<file path="src/hw/rtl/pbrd_pkg.sv">
// Shared types, constants and a helper function for the pulse beat rate detector.
// Used by every module under hw/rtl; depends on nothing else.
`default_nettype none

package pbrd_pkg;

	// Field widths.
	localparam int IR_W    = 18;
	localparam int TIME_W  = 32;
	localparam int MS_W    = 16;
	localparam int BPM_W   = 8;
	localparam int Q_W     = 48;
	localparam int FRAC_W  = 16;
	localparam int WIDE_W  = Q_W + 2;
	localparam int K_W     = 16;

	// Stream payload widths, packed from the lowest bit up and padded to bytes.
	localparam int IN_DATA_W  = 56;
	localparam int OUT_DATA_W = 16;

	// Configuration port.
	localparam int CFG_IDX_W  = 3;
	localparam int CFG_DATA_W = 18;
	localparam logic [CFG_IDX_W-1:0] CFG_FINGER_THR = 3'd0;
	localparam logic [CFG_IDX_W-1:0] CFG_REFRACTORY = 3'd1;
	localparam logic [CFG_IDX_W-1:0] CFG_TIMEOUT    = 3'd2;
	localparam logic [CFG_IDX_W-1:0] CFG_THR_FLOOR  = 3'd3;
	localparam logic [CFG_IDX_W-1:0] CFG_BPM_MIN    = 3'd4;
	localparam logic [CFG_IDX_W-1:0] CFG_BPM_MAX    = 3'd5;

	// Register reset values.
	localparam logic [IR_W-1:0]  FINGER_THR_RST = 18'd25000;
	localparam logic [MS_W-1:0]  REFRACTORY_RST = 16'd350;
	localparam logic [MS_W-1:0]  TIMEOUT_RST    = 16'd5000;
	localparam logic [MS_W-1:0]  THR_FLOOR_RST  = 16'd100;
	localparam logic [BPM_W-1:0] BPM_MIN_RST    = 8'd50;
	localparam logic [BPM_W-1:0] BPM_MAX_RST    = 8'd150;

	// Q16 filter coefficients: 0.99, 0.15 and 0.85.
	localparam logic [K_W-1:0] K_099 = 16'd64881;
	localparam logic [K_W-1:0] K_015 = 16'd9830;
	localparam logic [K_W-1:0] K_085 = 16'd55706;

	// Rate conversion.
	localparam int QUO_W = 16;
	localparam logic [QUO_W-1:0] MS_PER_MIN = 16'd60000;

	// Rate averaging ring; the depth is a power of two.
	localparam int RING_DEPTH   = 4;
	localparam int RING_SHIFT   = $clog2(RING_DEPTH);
	localparam int SLOT_W       = (RING_SHIFT > 0) ? RING_SHIFT : 1;
	localparam int RING_TOTAL_W = BPM_W + RING_SHIFT;
	localparam logic [SLOT_W-1:0] LAST_SLOT = SLOT_W'(RING_DEPTH - 1);

	// Result codes.
	localparam logic [1:0] STATUS_FINGER = 2'd0;
	localparam logic [1:0] STATUS_NONE   = 2'd1;
	localparam logic [1:0] STATUS_FAULT  = 2'd2;
	localparam logic [1:0] ALERT_NONE    = 2'd0;
	localparam logic [1:0] ALERT_HIGH    = 2'd1;
	localparam logic [1:0] ALERT_LOW     = 2'd2;
	localparam logic [BPM_W-1:0] ALERT_HIGH_BPM = 8'd100;
	localparam logic [BPM_W-1:0] ALERT_LOW_BPM  = 8'd60;

	typedef logic signed [Q_W-1:0]    q16_t;
	typedef logic signed [WIDE_W-1:0] wide_t;

	// Clamps a widened sum back to the signed 48-bit range.
	function automatic q16_t sat48(input wide_t v);
		wide_t hi;
		wide_t lo;
		hi = WIDE_W'({1'b0, {(Q_W-1){1'b1}}});
		lo = -hi - WIDE_W'(1);
		if (v > hi) begin
			return q16_t'(hi);
		end else if (v < lo) begin
			return q16_t'(lo);
		end else begin
			return q16_t'(v);
		end
	endfunction

endpackage

`default_nettype wire

</file>
<file path="src/hw/rtl/pbrd_mul.sv">
// Shared Q16 coefficient multiplier with round-half-away-from-zero, three stages.
// Depends on pbrd_pkg.
`default_nettype none

module pbrd_mul (
	input  wire logic                           clk,
	input  wire logic                           arst_n,
	input  wire logic                           start,
	input  wire pbrd_pkg::q16_t                 a,
	input  wire logic [pbrd_pkg::K_W-1:0]       k,
	output logic                                done,
	output pbrd_pkg::q16_t                      result
);

	localparam int PROD_W = pbrd_pkg::Q_W + pbrd_pkg::K_W;

	logic                          v_s1, v_s2, v_s3;
	logic                          neg_s1, neg_s2;
	logic [pbrd_pkg::Q_W-1:0]      mag_s1;
	logic [pbrd_pkg::K_W-1:0]      k_s1;
	logic [PROD_W-1:0]             prod_s2;
	logic [PROD_W-1:0]             rnd;
	logic [pbrd_pkg::Q_W-1:0]      mag_rnd;
	pbrd_pkg::q16_t                res_s3;

	always_ff @(posedge clk or negedge arst_n) begin
		if (!arst_n) begin
			v_s1 <= 1'b0;
			v_s2 <= 1'b0;
			v_s3 <= 1'b0;
		end else begin
			v_s1 <= start;
			v_s2 <= v_s1;
			v_s3 <= v_s2;
		end
	end

	always_ff @(posedge clk) begin
		neg_s1  <= a[pbrd_pkg::Q_W-1];
		mag_s1  <= a[pbrd_pkg::Q_W-1] ? (~a + pbrd_pkg::Q_W'(1)) : a;
		k_s1    <= k;
		neg_s2  <= neg_s1;
		prod_s2 <= PROD_W'(mag_s1) * PROD_W'(k_s1);
		res_s3  <= neg_s2 ? -$signed(mag_rnd) : $signed(mag_rnd);
	end

	assign rnd     = prod_s2 + PROD_W'(32768);
	assign mag_rnd = rnd[pbrd_pkg::FRAC_W +: pbrd_pkg::Q_W];

	assign done   = v_s3;
	assign result = res_s3;

endmodule

`default_nettype wire

</file>
<file path="src/hw/rtl/pbrd_div.sv">
// Restoring divider for 60000 / interval, one quotient bit per cycle.
// Depends on pbrd_pkg.
`default_nettype none

module pbrd_div (
	input  wire logic                              clk,
	input  wire logic                              arst_n,
	input  wire logic                              start,
	input  wire logic [pbrd_pkg::TIME_W-1:0]       divisor,
	output logic                                   done,
	output logic [pbrd_pkg::QUO_W-1:0]             quotient
);

	localparam int CNT_W = $clog2(pbrd_pkg::QUO_W);

	logic                          busy_q, done_q;
	logic [CNT_W-1:0]              cnt_q;
	logic [pbrd_pkg::QUO_W-1:0]    rem_q, quo_q;
	logic [pbrd_pkg::TIME_W-1:0]   div_q;
	logic [pbrd_pkg::QUO_W:0]      trial;
	logic                          fits;

	assign trial = {rem_q, pbrd_pkg::MS_PER_MIN[~cnt_q]};
	assign fits  = pbrd_pkg::TIME_W'(trial) >= div_q;

	always_ff @(posedge clk or negedge arst_n) begin
		if (!arst_n) begin
			busy_q <= 1'b0;
			done_q <= 1'b0;
			cnt_q  <= '0;
		end else begin
			done_q <= 1'b0;
			if (start) begin
				busy_q <= 1'b1;
				cnt_q  <= '0;
			end else if (busy_q) begin
				cnt_q <= cnt_q + CNT_W'(1);
				if (cnt_q == CNT_W'(pbrd_pkg::QUO_W - 1)) begin
					busy_q <= 1'b0;
					done_q <= 1'b1;
				end
			end
		end
	end

	always_ff @(posedge clk) begin
		if (start) begin
			rem_q <= '0;
			quo_q <= '0;
			div_q <= divisor;
		end else if (busy_q) begin
			rem_q <= fits ? pbrd_pkg::QUO_W'(trial - pbrd_pkg::QUO_W'(div_q))
			              : pbrd_pkg::QUO_W'(trial);
			quo_q <= {quo_q[pbrd_pkg::QUO_W-2:0], fits};
		end
	end

	assign done     = done_q;
	assign quotient = quo_q;

endmodule

`default_nettype wire

</file>
<file path="src/hw/rtl/pulse_beat_rate_detector_unit.sv">
// Top level of the pulse beat rate detector: sequencer, filter state and rate ring.
// Depends on pbrd_pkg, pbrd_mul and pbrd_div.
//
// Usage: each input item on the s_ stream carries one IR sample and a millisecond
// timestamp. Each item yields exactly one result item on the m_ stream with the
// averaged rate, beat flags, finger status and rate alert.
// For a finger sample, a sequencer drives one shared three-stage Q16 multiplier
// through four products (DC removal, low-pass input, low-pass feedback, threshold
// decay) and then, on a beat, a restoring divider for the beat rate. A sensor
// fault goes straight to the output register; a no-finger sample first resets
// the filters and checks the timeout. s_tready is high only while the sequencer
// is idle, so a new item waits until the sequencer is through with the last one.
// The result sits in an output register: the next item is accepted while it
// waits, and the sequencer holds a finished result until m_tready frees the
// register. Reset loads the register defaults, clears the filters and the ring,
// and sets the peak threshold to its floor. Configuration writes are taken at
// any edge with cfg_we high and are meant to happen only while idle.
`default_nettype none

module pulse_beat_rate_detector_unit (
	input  wire logic                                 clk,
	input  wire logic                                 arst_n,
	// tdata: ir_sample [17:0], now_ms [49:18], zero fill [55:50]
	input  wire logic [pbrd_pkg::IN_DATA_W-1:0]       s_tdata,
	input  wire logic                                 s_tvalid,
	output logic                                      s_tready,
	// tdata: avg_bpm [7:0], beat_seen [8], beat_stored [9], status [11:10],
	// alert [13:12], zero fill [15:14]
	output logic [pbrd_pkg::OUT_DATA_W-1:0]           m_tdata,
	output logic                                      m_tvalid,
	input  wire logic                                 m_tready,
	input  wire logic                                 cfg_we,
	input  wire logic [pbrd_pkg::CFG_IDX_W-1:0]       cfg_index,
	input  wire logic [pbrd_pkg::CFG_DATA_W-1:0]      cfg_wdata
);

	typedef enum logic [9:0] {
		ST_IDLE  = 10'b00_0000_0001,
		ST_CHECK = 10'b00_0000_0010,
		ST_MISS  = 10'b00_0000_0100,
		ST_MWAIT = 10'b00_0000_1000,
		ST_AC    = 10'b00_0001_0000,
		ST_BEAT  = 10'b00_0010_0000,
		ST_DIV   = 10'b00_0100_0000,
		ST_RING  = 10'b00_1000_0000,
		ST_TMO   = 10'b01_0000_0000,
		ST_OUT   = 10'b10_0000_0000
	} state_t;

	typedef enum logic [1:0] {
		OP_DC = 2'd0,
		OP_AC = 2'd1,
		OP_LP = 2'd2,
		OP_PT = 2'd3
	} mop_t;

	state_t state_q;
	mop_t   mop_q;

	logic [pbrd_pkg::IR_W-1:0]    finger_thr_q;
	logic [pbrd_pkg::MS_W-1:0]    refractory_q, timeout_q, thr_floor_q;
	logic [pbrd_pkg::BPM_W-1:0]   bpm_min_q, bpm_max_q;

	logic [pbrd_pkg::IR_W-1:0]    ir_q;
	logic [pbrd_pkg::TIME_W-1:0]  now_q, last_q;
	pbrd_pkg::q16_t               dc_q, lp_q, pt_q, tmp_q, acc_q;
	logic [pbrd_pkg::BPM_W-1:0]   ring_q [pbrd_pkg::RING_DEPTH];
	logic [pbrd_pkg::SLOT_W-1:0]  slot_q;
	logic [pbrd_pkg::RING_TOTAL_W-1:0] total_q;
	logic [pbrd_pkg::BPM_W-1:0]   held_q;
	logic                         seen_q, stored_q;
	logic [1:0]                   status_q;

	logic [pbrd_pkg::OUT_DATA_W-1:0] m_tdata_q;
	logic                            m_tvalid_q;

	logic                         mul_start, mul_done;
	pbrd_pkg::q16_t               mul_a, mul_res;
	logic [pbrd_pkg::K_W-1:0]     mul_k;
	logic                         div_start, div_done;
	logic [pbrd_pkg::QUO_W-1:0]   div_quo;

	logic [pbrd_pkg::TIME_W-1:0]  delta;
	pbrd_pkg::q16_t               floor_q16;
	logic [pbrd_pkg::RING_TOTAL_W-1:0] total_new;
	logic                         rate_ok;
	logic [1:0]                   alert;
	logic                         out_free;

	assign delta     = now_q - last_q;
	assign floor_q16 = {{(pbrd_pkg::Q_W - pbrd_pkg::MS_W - pbrd_pkg::FRAC_W){1'b0}},
	                    thr_floor_q, {pbrd_pkg::FRAC_W{1'b0}}};
	assign total_new = total_q - pbrd_pkg::RING_TOTAL_W'(ring_q[slot_q])
	                   + pbrd_pkg::RING_TOTAL_W'(div_quo[pbrd_pkg::BPM_W-1:0]);
	assign rate_ok   = (div_quo > pbrd_pkg::QUO_W'(bpm_min_q))
	                   && (div_quo < pbrd_pkg::QUO_W'(bpm_max_q));
	assign out_free  = !m_tvalid_q || m_tready;

	always_comb begin
		if (held_q > pbrd_pkg::ALERT_HIGH_BPM) begin
			alert = pbrd_pkg::ALERT_HIGH;
		end else if (held_q != '0 && held_q < pbrd_pkg::ALERT_LOW_BPM) begin
			alert = pbrd_pkg::ALERT_LOW;
		end else begin
			alert = pbrd_pkg::ALERT_NONE;
		end
	end

	always_comb begin
		case (mop_q)
			OP_DC: begin
				mul_a = dc_q;
				mul_k = pbrd_pkg::K_099;
			end
			OP_AC: begin
				mul_a = tmp_q;
				mul_k = pbrd_pkg::K_015;
			end
			OP_LP: begin
				mul_a = lp_q;
				mul_k = pbrd_pkg::K_085;
			end
			default: begin
				mul_a = pt_q;
				mul_k = pbrd_pkg::K_099;
			end
		endcase
	end

	assign mul_start = (state_q == ST_MISS);
	assign div_start = (state_q == ST_BEAT) && (lp_q > pt_q)
	                   && (delta > pbrd_pkg::TIME_W'(refractory_q));

	pbrd_mul u_mul (
		.clk    (clk),
		.arst_n (arst_n),
		.start  (mul_start),
		.a      (mul_a),
		.k      (mul_k),
		.done   (mul_done),
		.result (mul_res)
	);

	pbrd_div u_div (
		.clk      (clk),
		.arst_n   (arst_n),
		.start    (div_start),
		.divisor  (delta),
		.done     (div_done),
		.quotient (div_quo)
	);

	always_ff @(posedge clk or negedge arst_n) begin
		if (!arst_n) begin
			finger_thr_q <= pbrd_pkg::FINGER_THR_RST;
			refractory_q <= pbrd_pkg::REFRACTORY_RST;
			timeout_q    <= pbrd_pkg::TIMEOUT_RST;
			thr_floor_q  <= pbrd_pkg::THR_FLOOR_RST;
			bpm_min_q    <= pbrd_pkg::BPM_MIN_RST;
			bpm_max_q    <= pbrd_pkg::BPM_MAX_RST;
		end else if (cfg_we) begin
			case (cfg_index)
				pbrd_pkg::CFG_FINGER_THR: finger_thr_q <= cfg_wdata;
				pbrd_pkg::CFG_REFRACTORY: refractory_q <= cfg_wdata[pbrd_pkg::MS_W-1:0];
				pbrd_pkg::CFG_TIMEOUT:    timeout_q    <= cfg_wdata[pbrd_pkg::MS_W-1:0];
				pbrd_pkg::CFG_THR_FLOOR:  thr_floor_q  <= cfg_wdata[pbrd_pkg::MS_W-1:0];
				pbrd_pkg::CFG_BPM_MIN:    bpm_min_q    <= cfg_wdata[pbrd_pkg::BPM_W-1:0];
				pbrd_pkg::CFG_BPM_MAX:    bpm_max_q    <= cfg_wdata[pbrd_pkg::BPM_W-1:0];
				default: begin
				end
			endcase
		end
	end

	always_ff @(posedge clk or negedge arst_n) begin
		if (!arst_n) begin
			state_q    <= ST_IDLE;
			mop_q      <= OP_DC;
			dc_q       <= '0;
			lp_q       <= '0;
			pt_q       <= pbrd_pkg::q16_t'(pbrd_pkg::THR_FLOOR_RST) <<< pbrd_pkg::FRAC_W;
			last_q     <= '0;
			slot_q     <= '0;
			total_q    <= '0;
			held_q     <= '0;
			m_tvalid_q <= 1'b0;
			for (int i = 0; i < pbrd_pkg::RING_DEPTH; i++) begin
				ring_q[i] <= '0;
			end
		end else begin
			if (state_q == ST_OUT && out_free) begin
				m_tvalid_q <= 1'b1;
			end else if (m_tvalid_q && m_tready) begin
				m_tvalid_q <= 1'b0;
			end
			case (state_q)
				ST_IDLE: begin
					if (s_tvalid) begin
						state_q <= ST_CHECK;
					end
				end
				ST_CHECK: begin
					if (ir_q == '0) begin
						held_q  <= '0;
						state_q <= ST_OUT;
					end else if (ir_q > finger_thr_q) begin
						mop_q   <= OP_DC;
						state_q <= ST_MISS;
					end else begin
						held_q  <= '0;
						dc_q    <= '0;
						lp_q    <= '0;
						pt_q    <= floor_q16;
						state_q <= ST_TMO;
					end
				end
				ST_MISS: begin
					state_q <= ST_MWAIT;
				end
				ST_MWAIT: begin
					if (mul_done) begin
						case (mop_q)
							OP_DC: begin
								dc_q    <= pbrd_pkg::sat48(
									pbrd_pkg::wide_t'({ir_q, {pbrd_pkg::FRAC_W{1'b0}}})
									+ pbrd_pkg::wide_t'(mul_res));
								state_q <= ST_AC;
							end
							OP_AC: begin
								mop_q   <= OP_LP;
								state_q <= ST_MISS;
							end
							OP_LP: begin
								lp_q    <= pbrd_pkg::sat48(pbrd_pkg::wide_t'(acc_q)
									+ pbrd_pkg::wide_t'(mul_res));
								mop_q   <= OP_PT;
								state_q <= ST_MISS;
							end
							default: begin
								pt_q    <= (mul_res < floor_q16) ? floor_q16 : mul_res;
								state_q <= ST_BEAT;
							end
						endcase
					end
				end
				ST_AC: begin
					mop_q   <= OP_AC;
					state_q <= ST_MISS;
				end
				ST_BEAT: begin
					if (div_start) begin
						pt_q    <= lp_q;
						last_q  <= now_q;
						state_q <= ST_DIV;
					end else begin
						state_q <= ST_TMO;
					end
				end
				ST_DIV: begin
					if (div_done) begin
						state_q <= ST_RING;
					end
				end
				ST_RING: begin
					if (rate_ok) begin
						ring_q[slot_q] <= div_quo[pbrd_pkg::BPM_W-1:0];
						total_q        <= total_new;
						held_q         <= total_new[pbrd_pkg::RING_SHIFT +: pbrd_pkg::BPM_W];
						slot_q         <= (slot_q == pbrd_pkg::LAST_SLOT) ? '0
						                  : slot_q + pbrd_pkg::SLOT_W'(1);
					end
					state_q <= ST_TMO;
				end
				ST_TMO: begin
					if (delta > pbrd_pkg::TIME_W'(timeout_q)) begin
						held_q <= '0;
					end
					state_q <= ST_OUT;
				end
				ST_OUT: begin
					if (out_free) begin
						state_q <= ST_IDLE;
					end
				end
				default: begin
					state_q <= ST_IDLE;
				end
			endcase
		end
	end

	always_ff @(posedge clk) begin
		if (state_q == ST_IDLE && s_tvalid) begin
			ir_q  <= s_tdata[pbrd_pkg::IR_W-1:0];
			now_q <= s_tdata[pbrd_pkg::IR_W +: pbrd_pkg::TIME_W];
		end
		case (state_q)
			ST_CHECK: begin
				seen_q   <= 1'b0;
				stored_q <= 1'b0;
				if (ir_q == '0) begin
					status_q <= pbrd_pkg::STATUS_FAULT;
				end else if (ir_q > finger_thr_q) begin
					status_q <= pbrd_pkg::STATUS_FINGER;
				end else begin
					status_q <= pbrd_pkg::STATUS_NONE;
				end
			end
			ST_MWAIT: begin
				if (mul_done && mop_q == OP_DC) begin
					tmp_q <= dc_q;
				end
				if (mul_done && mop_q == OP_AC) begin
					acc_q <= mul_res;
				end
			end
			ST_AC: begin
				tmp_q <= pbrd_pkg::sat48(pbrd_pkg::wide_t'(dc_q) - pbrd_pkg::wide_t'(tmp_q));
			end
			ST_BEAT: begin
				seen_q <= div_start;
			end
			ST_RING: begin
				stored_q <= rate_ok;
			end
			ST_OUT: begin
				if (out_free) begin
					m_tdata_q <= {2'b00, alert, status_q, stored_q, seen_q, held_q};
				end
			end
			default: begin
			end
		endcase
	end

	assign s_tready = (state_q == ST_IDLE);
	assign m_tvalid = m_tvalid_q;
	assign m_tdata  = m_tdata_q;

	a_stored_needs_seen: assert property (@(posedge clk) disable iff (!arst_n)
		m_tvalid |-> !(m_tdata[9] && !m_tdata[8]))
		else $error("beat stored without a beat seen");

	a_fault_result: assert property (@(posedge clk) disable iff (!arst_n)
		(m_tvalid && m_tdata[11:10] == pbrd_pkg::STATUS_FAULT)
		|-> (m_tdata[7:0] == '0 && m_tdata[13:12] == pbrd_pkg::ALERT_NONE && !m_tdata[8]))
		else $error("sensor fault result carries a rate");

	a_high_alert: assert property (@(posedge clk) disable iff (!arst_n)
		(m_tvalid && m_tdata[7:0] > pbrd_pkg::ALERT_HIGH_BPM)
		|-> m_tdata[13:12] == pbrd_pkg::ALERT_HIGH)
		else $error("high rate without high alert");

	a_div_in_place: assert property (@(posedge clk) disable iff (!arst_n)
		div_done |-> state_q == ST_DIV)
		else $error("divider finished outside its sequencer step");

endmodule

`default_nettype wire
</file>
<file path="config.mk">
export PLATFORM = sky130hd
export DESIGN_NAME = pulse_beat_rate_detector_unit
export DESIGN_NICKNAME = d
export VERILOG_FILES = /design/src/hw/rtl/pbrd_pkg.sv /design/src/hw/rtl/pbrd_mul.sv /design/src/hw/rtl/pbrd_div.sv /design/src/hw/rtl/pulse_beat_rate_detector_unit.sv
export SDC_FILE = /design/constraint.sdc
export NUM_CORES = 2
export LEC_CHECK = 0
export BUFFER_PORTS_ARGS = -buffer_cell sky130_fd_sc_hd__buf_2
export CAP_MARGIN = 20
export CORE_MARGIN = 2
export CORE_UTILIZATION = 25
export CTS_BUF_LIST = sky130_fd_sc_hd__clkbuf_8
export DETAILED_ROUTE_END_ITERATION = 8
export PLACE_DENSITY_LB_ADDON = 0.2
export SETUP_SLACK_MARGIN = 0.4
export SYNTH_ARGS = -nofsm -noshare
export SYNTH_HDL_FRONTEND = slang
export SYNTH_SLANG_ARGS = --single-unit
</file>
<file path="constraint.sdc">
create_clock -name clk -period 9.55 [get_ports clk]
set_input_delay 1.91 -clock clk [delete_from_list [all_inputs] [get_ports clk]]
set_output_delay 1.91 -clock clk [all_outputs]
set_load 0.02 [all_outputs]
</file>
## After elaboration in Yosys (flattened, before gate mapping)

Memories as Yosys holds them, arrays and structs flattened.
Index checks and enable logic that the tools add are counted.

- Multiplexer cells: 69
- Equal/unequal tests: 35
- Magnitude comparators: 19
- Reduce and logical (&&, ||, !) cells: 44
- Multiply operators: 1
- $add $sub $neg: 12
- Bitwise logic cells: 3

Operators with widths:

| kind | number |
|---|---|
| $mux 48 | 20 |
| $pmux 48 s2 | 3 |
| $pmux 48 s3 | 2 |
| $gt 49x48->1 const B | 3 |
| $lt 49x48->1 const B | 3 |
| $pmux 10 s10 | 1 |
| $add 64x16->64 const B | 1 |
| $gt 32x16->1 | 2 |
| $mul 48x16->64 | 1 |
| $mux 8 | 7 |
| $mux 10 | 5 |
| $add 35x48->49 | 1 |
| $add 48x48->49 | 1 |
| $sub 48x48->49 | 1 |
| $add 48x2->48 const B | 1 |
| $gt 48x48->1 | 1 |
| $lt 48x33->1 | 1 |
| $neg 48->48 | 1 |
| $not 48->48 | 1 |
| $mux 47 | 1 |
| $bwmux 32 | 1 |
| $ge 17x32->1 | 1 |
| $pmux 16 s2 | 1 |
| $sub 32x32->32 | 1 |
| 62 further kinds | 122 |

- Bits of input ports: 82
- Memory bits (read-only): 16
- Output and inout bits: 18
- Logic and storage cells: 229
- Register bits after elaboration: 738
- Memories: 1

Memories:

| memory | words | width | read ports | clocked after Yosys merged registers in | wr ports | line | RTL |
|---|---|---|---|---|---|---|---|
| (no name shown) | 16 | 1 | 1 | 0 | 0 | pbrd_div.sv:23 | `assign trial = {rem_q, pbrd_pkg::MS_PER_MIN[~cnt_q]};` |

## Depth between registers and ports, before layout

- Depth after elaboration: 8
- Depth in mapped cells: 30
- Mapped depth without buffers: 26

## Cells and area by module

From an unflattened synthesis, not the netlist that was laid out.

- Cell total of the unflattened synthesis: 7,120
- Area total of the unflattened synthesis: 66,233.5 sq um

Modules (own cells, without submodules):

| module | cells an instance | seq. area each (sq um) | instances | area an instance (sq um) |
|---|---|---|---|---|
| pulse_beat_rate_detector_unit | 3,335 | 13,046.3 | 1 | 32,590.0 |
| pbrd_mul | 3,441 | 3,338.2 | 1 | 30,115.1 |
| pbrd_div | 344 | 1,751.7 | 1 | 3,528.4 |

## Worst setup path before layout

Ideal clock, no wire load.

- Path type: register -> register
- Start: reg u_mul.k_s1[14] (netlist name)
- End: reg u_mul.prod_s2[56]
- Cell stages (with the launch flop): 29
- Slack: 2,640 ps
- Buffers on the path: 4
- Required time: 9,478 ps
- Data arrival time: 6,838 ps
- Setup time: 72 ps
- Period minus slack after synthesis: 6,910 ps
- Cell sequence: dfxtp_1 clkbuf_1 clkbuf_1 buf_1 nand2_1 inv_1 fa_1 fa_1 inv_1 fa_1 inv_1 fa_1 fa_1 inv_1 fa_1 inv_1 ha_1 clkbuf_1 a21o_1 a21o_1 a21oi_1 o21ai_0 o21ai_0 nand2_1 a21oi_1 o21ai_0 a31o_2 a31oi_1 xnor2_1

- Longest elaborated chain between the ends: 1

RTL lines:

| item | line | RTL |
|---|---|---|
| from (decl) | pbrd_mul.sv:20 | `logic [pbrd_pkg::K_W-1:0] k_s1;` |
| from (signal assigned) | pbrd_mul.sv:41 | `k_s1 <= k;` |
| $mul 48x16->64 | pbrd_mul.sv:43 | `prod_s2 <= PROD_W'(mag_s1) * PROD_W'(k_s1);` |
| to (signal assigned) | pbrd_mul.sv:43 |  |
| to (decl) | pbrd_mul.sv:21 | `logic [PROD_W-1:0] prod_s2;` |

Every way passes these cells.
A chain may end at the register's enable or synchronous reset.

## Worst setup path after layout

- Start: reg u_mul.k_s1[9] (netlist name)
- End: reg u_mul.prod_s2[51]

The elaborated chain is that of the path after synthesis.

==> metrics.cfg <==
[timing]
hold_viol = 0
rsz0062_at_grt = false
fin_crit_ps = 8268
max_freq_ghz = 0.1210
fin_skew_ps = 48.37
fin_tns_setup_ps = 0
maxSlewViolCount = 0
layout_setup_ws_ps = 1282
setup_viol = 0
tightest_slew_ps = 1118
fin_crit_sh = 0.8657
maxSlewHeadroom = 0.2544

[setup_path]
crit_chain = buf_4 > nand2_1 > fa_1 > inv_1 > fa_1 > fa_1 > fa_1 > fa_1 > inv_1 > fa_1 > inv_1 > ha_1 > and3_1 > nand2_1 > nor4_1 > o211ai_1 > nand2_1 > a21oi_1 > o21ai_0 > a21boi_0 > o21bai_1 > xor2_1
cp.required_ps = 10310
cp-end-kind = register
cp_max_fo = 27
cp_common_cell = fa_1
critPathBufInv = 4
cp_top_family = adder cells
cp-start-kind = register
slowest_stage = dfxtp_2
critPathArrivalTime_ps = 9030
criticalPathCategory = register to register
max_stage_delay_ps = 730

[logic_synthesis]
synth_ff_type = dfrtp_1
ys_seq_elements = 713
synth-simple-area-share = 0.1284
synth_compound_area_frac = 0.1445
synth_cell_types = 97
yosysSeqAreaShare = 0.2865
synthXorXnorAreaFrac = 0.05875
ys.warnings.count = 0
synth_top_family_by_area = adder cells
syn_area_um2 = 62610
async_flop_share = 0.4656
synth.area.mux_share = 0.03357
syn_inst = 6666
syn_avg_cell_area_um2 = 9.393
synth_edf_count = 196
yosys.area_share.adder = 0.2751

[clock_tree]
hold_buffers = 0
clk-insertion-delay-late_ps = 890
tritoncts = built
clk_pin_slew_worst_paths_ps = 60
root_buffer = clkbuf_8
cts_buffer_depth = 3
cts_inserted_buffers = 139
cts.sinks = 713
cts_htree_levels = 4
cts_setup_buffers = 0
cts_resized = 0

[routing]
vias = 47550
drtIter0Drc = 3025
drtAntennaViolNets = 0
drc = 0
avgViaCountPerCell = 4.694
wl_per_cell_um = 19.27
drt-pass1-iter-count = 9
finalWirelength_um = 195200

[die]
die_y_um = 504.5
die_w_um = 504.5
rows = 183
dieArea_um2 = 254500
start_util = 0.2516
coreArea_um2 = 248900
io_pins = 100

[place]
place_hpwl_um = 153200
dp_slack_ps = 1137
port_buffers = 91
gp_congestion = 0.8504

[global_route]
gr-total-overflow = 0
antenna_found_initial = 9
grt_pass1_wl_um = 306500
grt_pass1_vias = 49540
grt_usage = 0.1539
grt_max_degree = 154

[job]
maxCapViolCount = 0

[final_layout]
layout_commonest_cell = inv_1
layout.nets = 7815
final_cell_mix = 973 x inv_1, 718 x nand2_1, 531 x fa_1
area_growth_pct = 11.24
nFillCells = 26640
drive_gt1_frac = 0.08169

[power]
power-per-cell-area_nw_per_um2 = 118.7
power_leakage_nw = 33.31
irDropWorstVdd_mv = 0.1764

[min_path]
hold_path.class = register to register

[status]
status = finished clean

==> through the flow <==
stage | hold slack (ps) | area (µm²) | cells | utilization | power (mW)
after floorplan | 309.6 | 62620 | 6667 | - | 4.558
after global placement | 310.4 | 66730 | 9865 | 0.2681 | 5.068
after detailed placement | 314.6 | 66740 | 9866 | 0.2682 | 5.087
after CTS | 327.7 | 69610 | 10120 | 0.2797 | 8.405
after global routing | 335.3 | 69640 | 10130 | 0.2798 | 8.728
final | 326.8 | 69650 | 10130 | 0.2798 | 8.265
==> logic make-up (layout without fill, tap and decap cells) <==
kind of cell	Yosys count	after routing
muxes	192	192
AOI/OAI and AO/OA	1380	1380
other	1	7
and+or+nand+nor	1690	1690
adders and majority gates	1059	1059
buffers and inverters	1211	1338
xor gates and xnor gates	420	420
DFF	713	713
==> final timing paths <==
path                               start           endpoint  slack [ps]  cells past startpoint
min reg2reg                 u_mul.neg_s1       u_mul.neg_s2         330                      0
max in group asynchronous         arst_n           lp_q[45]        6860                      2
min in group asynchronous         arst_n       timeout_q[2]        1170                      1
max reg2reg                u_mul.k_s1[9]  u_mul.prod_s2[51]        1280                     22
min                         u_mul.neg_s1       u_mul.neg_s2         330                      0
max                        u_mul.k_s1[9]  u_mul.prod_s2[51]        1280                     22
==> layer usage <==
metal / share of wire / track usage
met1: 0.49 / 0.2238
met4: 0.018 / 0.03153
met3: 0.044 / 0.02017
met2: 0.45 / 0.2427
met5: 0.00017 / 0
==> cell type report <==
class | count | area, µm² | share of cell area
Antenna cell | 5 | 12.51 | 0.0001796
Clock buffer | 167 | 2298 | 0.03300
Clock inverter | 89 | 571.8 | 0.008210
Inverter | 936 | 3513 | 0.05044
Multi-Input combinational cell | 4743 | 40220 | 0.5775
Sequential cell | 713 | 17950 | 0.2577
Tap cell | 3330 | 4167 | 0.05982
Timing Repair Buffer | 146 | 917.1 | 0.01317
==> power by group <==
group	total (mW)	switching [mW]	leakage (nW)	internal, mW
Clock	3.23	1.50	1.64	1.74
Combinational	1.55	0.972	24.0	0.582
Sequential	3.48	0.122	7.67	3.36
Total	8.27	2.59	33.3	5.67
==> cells in the mapped netlist (all sizes together) (27+ instances only) <==
cell / instances / area share
dfxtp: 185 / 0.059
a21o: 180 / 0.022
nand2: 719 / 0.043
nand2b: 40 / 0.0040
o21bai: 50 / 0.0060
and3: 42 / 0.0042
nand4: 94 / 0.0094
nor4: 33 / 0.0033
a31o: 27 / 0.0038
nand3: 109 / 0.0087
buf: 31 / 0.0025
edfxtp: 196 / 0.094
a222oi: 41 / 0.0066
clkbuf: 244 / 0.015
inv: 935 / 0.056
xnor2: 218 / 0.030
ha: 523 / 0.10
o31ai: 30 / 0.0036
and2: 138 / 0.014
or3: 28 / 0.0028
dfstp: 31 / 0.013
nor2: 286 / 0.017
a211oi: 55 / 0.0066
dfrtp: 301 / 0.12
xor2: 202 / 0.028
fa: 531 / 0.17
o21a: 38 / 0.0046
o211ai: 72 / 0.0086
nor3: 51 / 0.0041
mux2: 64 / 0.012
nor2b: 45 / 0.0045
a21oi: 291 / 0.023
a22oi: 42 / 0.0050
mux2i: 120 / 0.019
a31oi: 59 / 0.0059
or2: 27 / 0.0027
o21ai: 353 / 0.028
==> state kept, by name (all words and copies together) (netlist names), 32 cells and up <==
| register | count |
|---|---|
| acc_q | 48 |
| u_mul.mag_s1 | 48 |
| tmp_q | 48 |
| lp_q | 48 |
| u_div.div_q | 32 |
| u_mul.result | 48 |
| last_q | 32 |
| pt_q | 48 |
| u_mul.prod_s2 | 49 |
| dc_q | 48 |
| ring_q | 32 |
| now_q | 32 |
Note: power is estimated with default switching activity, not from simulation.
